### config.mk
export PLATFORM = sky130hd
export DESIGN_NAME = rms_window_accumulator
export DESIGN_NICKNAME = d
export VERILOG_FILES = /design/src/rtl/rwa_pkg.sv /design/src/rtl/rms_window_accumulator.sv
export SDC_FILE = /design/constraint.sdc
export NUM_CORES = 1
export LEC_CHECK = 0
export CAP_MARGIN = 20
export CORE_MARGIN = 5
export CORE_UTILIZATION = 57
export CTS_BUF_LIST = sky130_fd_sc_hd__clkbuf_4
export CTS_CLUSTER_DIAMETER = 50
export DETAILED_ROUTE_END_ITERATION = 8
export DONT_BUFFER_PORTS = 1
export PLACE_DENSITY_LB_ADDON = 0.08
export SYNTH_ARGS = -nofsm -noshare
export SYNTH_HDL_FRONTEND = slang
export SYNTH_SLANG_ARGS = --single-unit
### constraint.sdc
create_clock -name i_clk -period 7 [get_ports i_clk]
set_input_delay 0.35 -clock i_clk [delete_from_list [all_inputs] [get_ports i_clk]]
set_output_delay 0.35 -clock i_clk [all_outputs]
set_load 0.02 [all_outputs]
### src/rtl/rwa_pkg.sv
// ----------------------------------------------------------------------------
// rwa_pkg
// Types and constants for the windowed RMS accumulator.
// ----------------------------------------------------------------------------
package rwa_pkg;

    localparam int MAX_SAMPLES = 1024;

    localparam int SAMPLE_W = 16;
    localparam int MAG_W    = SAMPLE_W + 1;
    localparam int SQ_W     = 2 * SAMPLE_W - 1;
    localparam int CNT_W    = $clog2(MAX_SAMPLES + 1);
    localparam int SUM_W    = SQ_W + CNT_W - 1;
    localparam int QUO_W    = (SUM_W > 32) ? SUM_W : 32;
    localparam int STEP_W   = $clog2(QUO_W + 1);
    localparam int ROOT_W   = 16;
    localparam int UNIT_W   = ROOT_W + 3;
    localparam int RMS_W    = 15;
    localparam int OCNT_W   = 11;
    localparam int SQRT_STEPS = ROOT_W;

    typedef struct packed {
        logic signed [SAMPLE_W-1:0] sample;
        logic                       first;
        logic                       last;
    } t_rwa_in;

    typedef struct packed {
        logic [RMS_W-1:0]  rms;
        logic [OCNT_W-1:0] sample_count;
    } t_rwa_out;

    typedef enum logic [2:0] {
        S_IDLE,
        S_ADD,
        S_DIV,
        S_SQRT,
        S_DONE
    } t_rwa_state;

endpackage

### src/rtl/rms_window_accumulator.sv
// ----------------------------------------------------------------------------
// rms_window_accumulator
// Sum of squares over a sample window; on the last sample, iterative
// restoring divide by the count and digit-by-digit square root on one
// shared compare/subtract unit.
// ----------------------------------------------------------------------------
//  channel | signals                             | payload
//  --------+-------------------------------------+------------------
//  input   | i_in_valid / o_in_ready / i_in_data | sample, first, last
//  output  | o_out_valid / i_out_ready / o_out_data | rms, sample_count
//
//  A sample without last is accepted in idle and accumulated in S_ADD. A
//  last-marked sample then runs QUO_W divide steps and 16 root steps on
//  the shared divider/root subtractor before its result is registered; no
//  new sample is accepted until the block is back in idle.
//  Reset is synchronous, active low, and clears sum, count and handshakes.
//  The result sits in an output register; the block waits in its final
//  state only if a previous result has not been taken.
// ----------------------------------------------------------------------------
module rms_window_accumulator (
    input  logic              i_clk,
    input  logic              i_rst_n,
    input  logic              i_in_valid,
    output logic              o_in_ready,
    input  rwa_pkg::t_rwa_in  i_in_data,
    output logic              o_out_valid,
    input  logic              i_out_ready,
    output rwa_pkg::t_rwa_out o_out_data
);
    import rwa_pkg::*;

    t_rwa_state         r_state, n_state;
    logic [SQ_W-1:0]    r_sq;
    logic               r_first;
    logic               r_last;
    logic [SUM_W-1:0]   r_sum, n_sum;
    logic [CNT_W-1:0]   r_count, n_count;
    logic [QUO_W-1:0]   r_quo, n_quo;
    logic [UNIT_W-1:0]  r_rem, n_rem;
    logic [ROOT_W-1:0]  r_root, n_root;
    logic [STEP_W-1:0]  r_step, n_step;
    logic               r_out_valid, n_out_valid;
    t_rwa_out           r_out, n_out;

    logic [MAG_W-1:0]   w_ext;
    logic [MAG_W-1:0]   w_mag;
    logic [2*MAG_W-1:0] w_sq_full;
    logic               w_in_acc;
    logic               w_out_free;

    logic [UNIT_W-1:0]  w_a, w_b, w_diff;
    logic               w_ge;
    logic [63:0]        w_cnt_ext;

    assign w_ext     = {i_in_data.sample[SAMPLE_W-1], i_in_data.sample};
    assign w_mag     = w_ext[MAG_W-1] ? (~w_ext + MAG_W'(1)) : w_ext;
    assign w_sq_full = w_mag * w_mag;
    assign w_in_acc  = i_in_valid && o_in_ready;
    assign w_out_free = !r_out_valid || i_out_ready;
    assign w_cnt_ext = 64'(r_count);

    // shared compare/subtract unit
    assign w_ge   = (w_a >= w_b);
    assign w_diff = w_a - w_b;

    always_comb begin
        w_a = '0;
        w_b = '0;
        case (r_state)
            S_DIV: begin
                w_a = {r_rem[UNIT_W-2:0], r_quo[QUO_W-1]};
                w_b = UNIT_W'(r_count);
            end
            S_SQRT: begin
                w_a = {r_rem[UNIT_W-3:0], r_quo[QUO_W-1 -: 2]};
                w_b = UNIT_W'({r_root, 2'b01});
            end
            default: begin
                w_a = '0;
                w_b = '0;
            end
        endcase
    end

    always_comb begin
        n_state     = r_state;
        n_sum       = r_sum;
        n_count     = r_count;
        n_quo       = r_quo;
        n_rem       = r_rem;
        n_root      = r_root;
        n_step      = r_step;
        n_out_valid = r_out_valid;
        n_out       = r_out;
        o_in_ready  = 1'b0;

        if (r_out_valid && i_out_ready) begin
            n_out_valid = 1'b0;
        end

        case (r_state)
            S_IDLE: begin
                o_in_ready = 1'b1;
                if (w_in_acc) begin
                    n_state = S_ADD;
                end
            end
            S_ADD: begin
                if (r_first) begin
                    n_sum   = '0;
                    n_count = '0;
                end
                if (n_count < CNT_W'(MAX_SAMPLES)) begin
                    n_sum   = n_sum + SUM_W'(r_sq);
                    n_count = n_count + CNT_W'(1);
                end
                if (r_last) begin
                    n_quo   = QUO_W'(n_sum);
                    n_rem   = '0;
                    n_step  = '0;
                    n_state = S_DIV;
                end else begin
                    n_state = S_IDLE;
                end
            end
            S_DIV: begin
                n_rem  = w_ge ? w_diff : w_a;
                n_quo  = {r_quo[QUO_W-2:0], w_ge};
                n_step = r_step + STEP_W'(1);
                if (r_step == STEP_W'(QUO_W - 1)) begin
                    n_quo   = QUO_W'({{(32-SQ_W){1'b0}}, n_quo[SQ_W-1:0]}) << (QUO_W - 32);
                    n_rem   = '0;
                    n_root  = '0;
                    n_step  = '0;
                    n_state = S_SQRT;
                end
            end
            S_SQRT: begin
                n_rem  = w_ge ? w_diff : w_a;
                n_root = {r_root[ROOT_W-2:0], w_ge};
                n_quo  = r_quo << 2;
                n_step = r_step + STEP_W'(1);
                if (r_step == STEP_W'(SQRT_STEPS - 1)) begin
                    n_state = S_DONE;
                end
            end
            S_DONE: begin
                if (w_out_free) begin
                    n_out_valid = 1'b1;
                    if (r_count == '0) begin
                        n_out.rms = '0;
                    end else if (r_root[ROOT_W-1]) begin
                        n_out.rms = '1;
                    end else begin
                        n_out.rms = r_root[RMS_W-1:0];
                    end
                    n_out.sample_count = w_cnt_ext[OCNT_W-1:0];
                    n_state = S_IDLE;
                end
            end
            default: begin
                n_state = S_IDLE;
            end
        endcase
    end

    always_ff @(posedge i_clk) begin
        if (!i_rst_n) begin
            r_state     <= S_IDLE;
            r_sum       <= '0;
            r_count     <= '0;
            r_out_valid <= 1'b0;
        end else begin
            r_state     <= n_state;
            r_sum       <= n_sum;
            r_count     <= n_count;
            r_out_valid <= n_out_valid;
        end
    end

    always_ff @(posedge i_clk) begin
        if (w_in_acc) begin
            r_sq    <= w_sq_full[SQ_W-1:0];
            r_first <= i_in_data.first;
            r_last  <= i_in_data.last;
        end
        r_quo  <= n_quo;
        r_rem  <= n_rem;
        r_root <= n_root;
        r_step <= n_step;
        r_out  <= n_out;
    end

    assign o_out_valid = r_out_valid;
    assign o_out_data  = r_out;

endmodule
==> qor.yml, run 1 <==
n_fill_cell: 3014
post_route_minimum_period_ns: 6.62
post-cts-setup-buffers: 0
vias_cell: 5.78
max_slew.worst_pin.slew_ns: 1.08
finalHoldWorstSlack_ns: 0.137
synthDistinctLibCells: 80
layout_worst_path_cycle_share: 0.946
remaining_drc_errors: 0
cts_tree: "built"
outcome: "complete, no violations"
timing.critical_path.from: "i_in_data[5]"
first_global_vias: 16095
slew_violations: 0
worst_ep_arrival_time_ns: 7.01
r2r_end: "r_rem[5]$_DFFE_PP_"
final_hold_viol_count: 0
cts-root-to-sink-buffers: 2
layout-area-overhead-vs-synth_pct: 8.63
rsz0062_at_grt: "false"
clk_transition_reported_paths_ns: 0.16
worst-path-max-fanout: 5
finalSetupViolations: 0
die-width_um: 197
final_cells: 2710
multi_input_comb_area_um2: 13400
fin_skew_ns: 0.0211
post_synth.cell_area_avg_um2: 9.14
wire_length_of_the_first_global_routing_pass_um: 79900
final_cell_mix: "sky130_fd_sc_hd__inv_1, sky130_fd_sc_hd__nand2_1, sky130_fd_sc_hd__fa_1, sky130_fd_sc_hd__nor2_1, sky130_fd_sc_hd__ha_1"
hpwlAfterDp_um: 38000
reg2reg_setup_slack_ns: 2.15
synth_top_area_frac: 0.211
r2r_cells: 13
max_freq_ghz: 0.151
cp_data_required_time_ns: 7.39
seq_area_frac_synth: 0.267
synth_area_um2: 19800
ff_latch_area_um2: 5300
synth.area.top_cells: "sky130_fd_sc_hd__edfxtp_1, sky130_fd_sc_hd__fa_1, sky130_fd_sc_hd__ha_1"
die-height_um: 197
global_route.usage.total: 0.253
num_vias: 15672
crit-reg2reg-launch: "r_state[2]$_SDFFE_PN0P_"
netlist.top_cell.by_area: "sky130_fd_sc_hd__edfxtp_1"
synth-seq-cells: 195
slew_headroom: 0.279
cts_sinks: 195
synthFlopType: "sky130_fd_sc_hd__edfxtp_1"
asyncSetResetFlopFracSynth: 0
boundaryPins: 50
hp-class: "input pin to flip-flop"
root_buffer: "sky130_fd_sc_hd__clkbuf_4"
ant_nets: 0
port-buffer-count: 0
dpl.cell_count: 2671
synthesis.yosys.warnings: 0
routed_wirelength_um: 48000
routed_wire_length_per_instance_um: 17.7
post-route-util: 0.625
gp_congestion: 0.917
insertion_delay_ns: 0.62
critPathCapture: "r_sq[27]$_DFFE_PP_"
critPathCaptureType: "flip-flop"
effective_utilization_at_floorplan: 0.575
antenna_violations_before_repair: 1
number_of_flops_mapped_to_enable_cells_by_yosys: 139
setup-tns-final_ns: 0
globalRoute.totalOverflow: 0
first_pass_iters: 8
layout_commonest_cell: "sky130_fd_sc_hd__inv_1"
grt_start_max_net_pins: 66
timing.setup.critical_path_class: "input pin to flip-flop"
postCtsResizedCells: 0
cap_viol_max_count: 0
crit_path_start_kind: "input pin"
die_area_um2: 38600
ctsHtreeMaxLevel: 4
holdBufCountCts: 5
design.final.nets: 2601
coreArea_um2: 34500
share_of_final_layout_standard_cells_stronger_than_drive_strength_1: 0.0883
cts_inserted_buffers: 17
placement_rows: 68
post_synth_inst_count: 2169
drtIter0Drc: 1003
[metrics by stage]
stage               worst slack [ns]  instance area (um^2)
finish                         0.378                 21500
global route                   0.115                 21500
CTS                            0.437                 21500
detailed placement            -0.262                 21200
global placement              -0.137                 21200
floorplan                   -0.00530                 20100
[layer usage]
metal / GRT usage / vias to the layer above / part of all wire
met5: 0 / - / 0
met4: 0.108 / 0 / 0.042
met3: 0.0244 / 128 / 0.040
met2: 0.450 / 484 / 0.50
met1: 0.316 / 7562 / 0.42
li1: - / 7498 / -
[worst min path at each step]
stage | start | end | slack [ns] | cells past startpoint
global route | i_in_valid | r_state[1]$_SDFFE_PN0P_ | 0.1 | 3
floorplan | r_count[3]$_SDFFE_PN0P_ | o_out_data[3]$_DFFE_PP_ | 0.41 | 0
finish | i_in_valid | r_state[1]$_SDFFE_PN0P_ | 0.14 | 3
CTS | i_in_valid | r_state[1]$_SDFFE_PN0P_ | 0.1 | 3
global placement | i_in_data[1] | r_first$_DFFE_PP_ | 0.45 | 0
detailed placement | i_in_data[1] | r_first$_DFFE_PP_ | 0.45 | 0
[worst max-delay path: stages]
cell                       delay [ns]
sky130_fd_sc_hd__or4_4           0.52
sky130_fd_sc_hd__or3_4           0.37
sky130_fd_sc_hd__o31a_1          0.32
sky130_fd_sc_hd__xor2_2          0.30
sky130_fd_sc_hd__clkinv_2        0.21
sky130_fd_sc_hd__buf_12          0.17
sky130_fd_sc_hd__fa_1            0.52
sky130_fd_sc_hd__inv_1           0.05
sky130_fd_sc_hd__fa_1            0.52
sky130_fd_sc_hd__fa_1            0.43
sky130_fd_sc_hd__fa_1            0.47
sky130_fd_sc_hd__fa_1            0.55
sky130_fd_sc_hd__inv_1           0.05
sky130_fd_sc_hd__fa_1            0.53
sky130_fd_sc_hd__inv_1           0.07
sky130_fd_sc_hd__ha_4            0.24
sky130_fd_sc_hd__a21o_1          0.19
sky130_fd_sc_hd__a21o_1          0.17
sky130_fd_sc_hd__a21oi_1         0.19
sky130_fd_sc_hd__a31oi_1         0.16
sky130_fd_sc_hd__nor3_1          0.29
sky130_fd_sc_hd__a21oi_1         0.15
sky130_fd_sc_hd__xor2_1          0.17
[flip-flops by register name, indices dropped and copies added (netlist names)]
| signal | flops |
|---|---|
| r_root | 16 |
| r_sum | 41 |
| o_out_valid | 1 |
| r_quo | 41 |
| r_rem | 18 |
| o_out_data | 26 |
| r_state | 3 |
| r_sq | 30 |
| r_step | 6 |
| r_count | 11 |
| r_first | 1 |
| r_last | 1 |
[logic make-up (layout without fill, tap and decap cells)]
family / after synthesis / count (layout) / synth area share
buffers and inverters: 390 / 443 / 0.0739
adders and majority gates: 338 / 338 / 0.286
xor gates and xnor gates: 94 / 94 / 0.0419
muxes: 45 / 45 / 0.0232
other: 2 / 35 / 0.000379
DFF: 195 / 195 / 0.267
and+or+nand+nor: 649 / 649 / 0.154
AOI/OAI and AO/OA: 456 / 456 / 0.153
[cell usage after synthesis, types with 5 or more instances]
cell and count:
sky130_fd_sc_hd__nand3_1 45, sky130_fd_sc_hd__xnor2_1 66, sky130_fd_sc_hd__clkinv_1 7, sky130_fd_sc_hd__mux2_2 7, sky130_fd_sc_hd__fa_1 193, sky130_fd_sc_hd__nand2b_1 18
sky130_fd_sc_hd__nor2_1 150, sky130_fd_sc_hd__clkbuf_1 80, sky130_fd_sc_hd__o21ai_0 81, sky130_fd_sc_hd__nor4_1 5, sky130_fd_sc_hd__a221oi_1 10, sky130_fd_sc_hd__or2_2 5
sky130_fd_sc_hd__o31a_1 5, sky130_fd_sc_hd__a31oi_1 24, sky130_fd_sc_hd__o211ai_1 17, sky130_fd_sc_hd__or3_1 17, sky130_fd_sc_hd__nor3_1 25, sky130_fd_sc_hd__o21a_1 24
sky130_fd_sc_hd__a211oi_1 29, sky130_fd_sc_hd__nand2_1 245, sky130_fd_sc_hd__edfxtp_1 139, sky130_fd_sc_hd__a21o_1 38, sky130_fd_sc_hd__nand4_1 15, sky130_fd_sc_hd__nor2b_1 49
sky130_fd_sc_hd__o21bai_1 9, sky130_fd_sc_hd__a22oi_1 15, sky130_fd_sc_hd__ha_1 145, sky130_fd_sc_hd__dfxtp_1 56, sky130_fd_sc_hd__and2_1 14, sky130_fd_sc_hd__inv_1 290
sky130_fd_sc_hd__and3_1 35, sky130_fd_sc_hd__mux2i_1 38, sky130_fd_sc_hd__buf_1 10, sky130_fd_sc_hd__xor2_1 27, sky130_fd_sc_hd__o221ai_1 8, sky130_fd_sc_hd__a22o_1 16
sky130_fd_sc_hd__a21oi_1 125, sky130_fd_sc_hd__o31ai_1 7
[final cells by class]
type | count | share of cell area
antenna | 1 | 0.000116
clock buffer | 17 | 0.00593
clock inverter | 15 | 0.00697
inverter | 299 | 0.0522
multi-input combinational | 1616 | 0.621
sequential | 195 | 0.246
tap | 455 | 0.0264
timing repair buffer | 112 | 0.0411
Power of run 1 is not shown: default switching activity piles up to over one toggle a cycle in this logic, so the estimate is an artifact.
==> inputs of run 2 (changes only) <==
--- a/config.mk
+++ b/config.mk
@@ -6,8 +6,10 @@
 export NUM_CORES = 1
 export LEC_CHECK = 0
 export CAP_MARGIN = 20
+export CELL_PAD_IN_SITES_DETAIL_PLACEMENT = 1
+export CELL_PAD_IN_SITES_GLOBAL_PLACEMENT = 1
 export CORE_MARGIN = 5
-export CORE_UTILIZATION = 57
+export CORE_UTILIZATION = 48
 export CTS_BUF_LIST = sky130_fd_sc_hd__clkbuf_4
 export CTS_CLUSTER_DIAMETER = 50
 export DETAILED_ROUTE_END_ITERATION = 8
==> qor.yml, run 2 (synthesized netlist as in run 1, its figures left out) <==
hp-class: "input pin to flip-flop"
cts_inserted_buffers: 17
max_freq_ghz: 0.151
antenna_violations_before_repair: 2
holdCritStartpoint: "i_in_valid"
die-width_um: 213
first_pass_iters: 5
ctsHtreeMaxLevel: 4
layout-area-overhead-vs-synth_pct: 9.52
post-route-util: 0.532
n_fill_cell: 4699
num_vias: 16000
gp_congestion: 0.875
cts-root-to-sink-buffers: 2
slew_violations: 0
effective_utilization_at_floorplan: 0.486
globalRoute.totalOverflow: 0
r2r_cells: 14
root_buffer: "sky130_fd_sc_hd__clkbuf_4"
first_global_vias: 17639
holdBufCountCts: 5
reg2reg_setup_slack_ns: 1.98
die-height_um: 213
r2r_end: "r_rem[16]$_DFFE_PP_"
global_route.usage.total: 0.252
wire_length_of_the_first_global_routing_pass_um: 91900
routed_wirelength_um: 56300
critPathCaptureType: "flip-flop"
design.final.nets: 2611
routed_wire_length_per_instance_um: 20.1
ant_nets: 0
setup-tns-final_ns: 0
timing.setup.critical_path_class: "input pin to flip-flop"
fin_skew_ns: 0.0257
cts_tree: "built"
postCtsResizedCells: 0
crit-reg2reg-launch: "r_state[2]$_SDFFE_PN0P_"
finalSetupViolations: 0
die_area_um2: 45500
port-buffer-count: 0
outcome: "complete, no violations"
share_of_final_layout_standard_cells_stronger_than_drive_strength_1: 0.0932
worst_hold_path.num_cells: 3
vias_cell: 5.72
rsz0062_at_grt: "false"
remaining_drc_errors: 0
post_route_minimum_period_ns: 6.60
final_hold_viol_count: 0
worst_ep_arrival_time_ns: 7.02
cts_sinks: 195
hpwlAfterDp_um: 45000
grt_start_max_net_pins: 50
drtIter0Drc: 835
boundaryPins: 50
final_cell_mix: "sky130_fd_sc_hd__inv_1, sky130_fd_sc_hd__nand2_1, sky130_fd_sc_hd__fa_1, sky130_fd_sc_hd__nor2_1, sky130_fd_sc_hd__ha_1"
slew_headroom: 0.342
layout_commonest_cell: "sky130_fd_sc_hd__inv_1"
worst-path-max-fanout: 7
insertion_delay_ns: 0.67
cp_data_required_time_ns: 7.42
placement_rows: 74
layout_worst_path_cycle_share: 0.943
whs_endpoint: "r_state[1]$_SDFFE_PN0P_"
cap_viol_max_count: 0
top_regs: "r_quo: 41 flops, r_sum: 41 flops, r_sq: 30 flops"
crit_path_start_kind: "input pin"
post-cts-setup-buffers: 0
clk_transition_reported_paths_ns: 0.16
coreArea_um2: 40800
max_slew.worst_pin.slew_ns: 0.985
## run 2: cell types whose count changed in the layout (fill, tap and decap cells not counted), sizes merged
cell,change
inv,-4
bufinv,+1
diode,+2
clkbuf,+3
clkinvlp,+4
clkinv,-4
buf,+10
## run 2: area by class of cell
class,count,area (um^2),share of cell area
Multi-Input combinational cell,1616,13400,0.616
Clock inverter,12,133,0.00611
Timing Repair Buffer,122,957,0.0441
Tap cell,532,666,0.0307
Sequential cell,195,5300,0.244
Inverter,299,1120,0.0518
Clock buffer,20,150,0.00691
Antenna cell,3,7.51,0.000346
## run 2: per-layer routing
metal / wire length [um] / share of wire / track usage
met1: 23600 / 0.42 / 0.304
met2: 29800 / 0.53 / 0.477
met3: 1480 / 0.026 / 0.0241
met4: 1440 / 0.026 / 0.0748
met5: 0 / 0 / 0
## run 2: worst max-delay path, cell delays in order
cell,delay (ns)
sky130_fd_sc_hd__or4_4,0.52
sky130_fd_sc_hd__or3_4,0.44
sky130_fd_sc_hd__o31ai_4,0.27
sky130_fd_sc_hd__xor2_2,0.11
sky130_fd_sc_hd__inv_1,0.25
sky130_fd_sc_hd__buf_4,0.18
sky130_fd_sc_hd__buf_4,0.11
sky130_fd_sc_hd__nand2_1,0.08
sky130_fd_sc_hd__fa_1,0.44
sky130_fd_sc_hd__inv_1,0.09
sky130_fd_sc_hd__fa_1,0.39
sky130_fd_sc_hd__inv_1,0.09
sky130_fd_sc_hd__fa_1,0.41
sky130_fd_sc_hd__inv_1,0.08
sky130_fd_sc_hd__fa_1,0.43
sky130_fd_sc_hd__fa_1,0.51
sky130_fd_sc_hd__inv_1,0.06
sky130_fd_sc_hd__fa_1,0.53
sky130_fd_sc_hd__inv_1,0.06
sky130_fd_sc_hd__ha_4,0.21
sky130_fd_sc_hd__a21o_1,0.18
sky130_fd_sc_hd__a21oi_1,0.13
sky130_fd_sc_hd__o21ai_1,0.10
sky130_fd_sc_hd__a31o_2,0.22
sky130_fd_sc_hd__a41oi_2,0.25
sky130_fd_sc_hd__o21ai_1,0.12
sky130_fd_sc_hd__or2_4,0.26
sky130_fd_sc_hd__xor2_1,0.14
## run 2: how the worst max path moves through the flow
stage	start	depth (start not counted)	to	slack, ns
global route	i_in_data[5]	28	r_sq[26]$_DFFE_PP_	0.18
detailed placement	i_in_data[5]	28	r_sq[28]$_DFFE_PP_	-0.31
floorplan	i_in_data[5]	24	r_sq[28]$_DFFE_PP_	-0.005
CTS	i_in_data[5]	28	r_sq[26]$_DFFE_PP_	0.40
finish	i_in_data[5]	28	r_sq[28]$_DFFE_PP_	0.40
global placement	i_in_data[5]	25	r_sq[28]$_DFFE_PP_	-0.16
## run 2: through the flow
step	setup slack (ns)	cell area [um^2]	cells	hold slack (ns)
2_1_floorplan	-0.00530	20100	2201	0.406
3_3_place_gp	-0.162	21400	2758	0.448
3_5_place_dp	-0.314	21400	2758	0.449
4_1_cts	0.398	21700	2795	0.0150
5_1_grt	0.183	21700	2799	0.0461
6_report	0.398	21700	2799	0.0456
Power of run 2 is left out for the same reason.
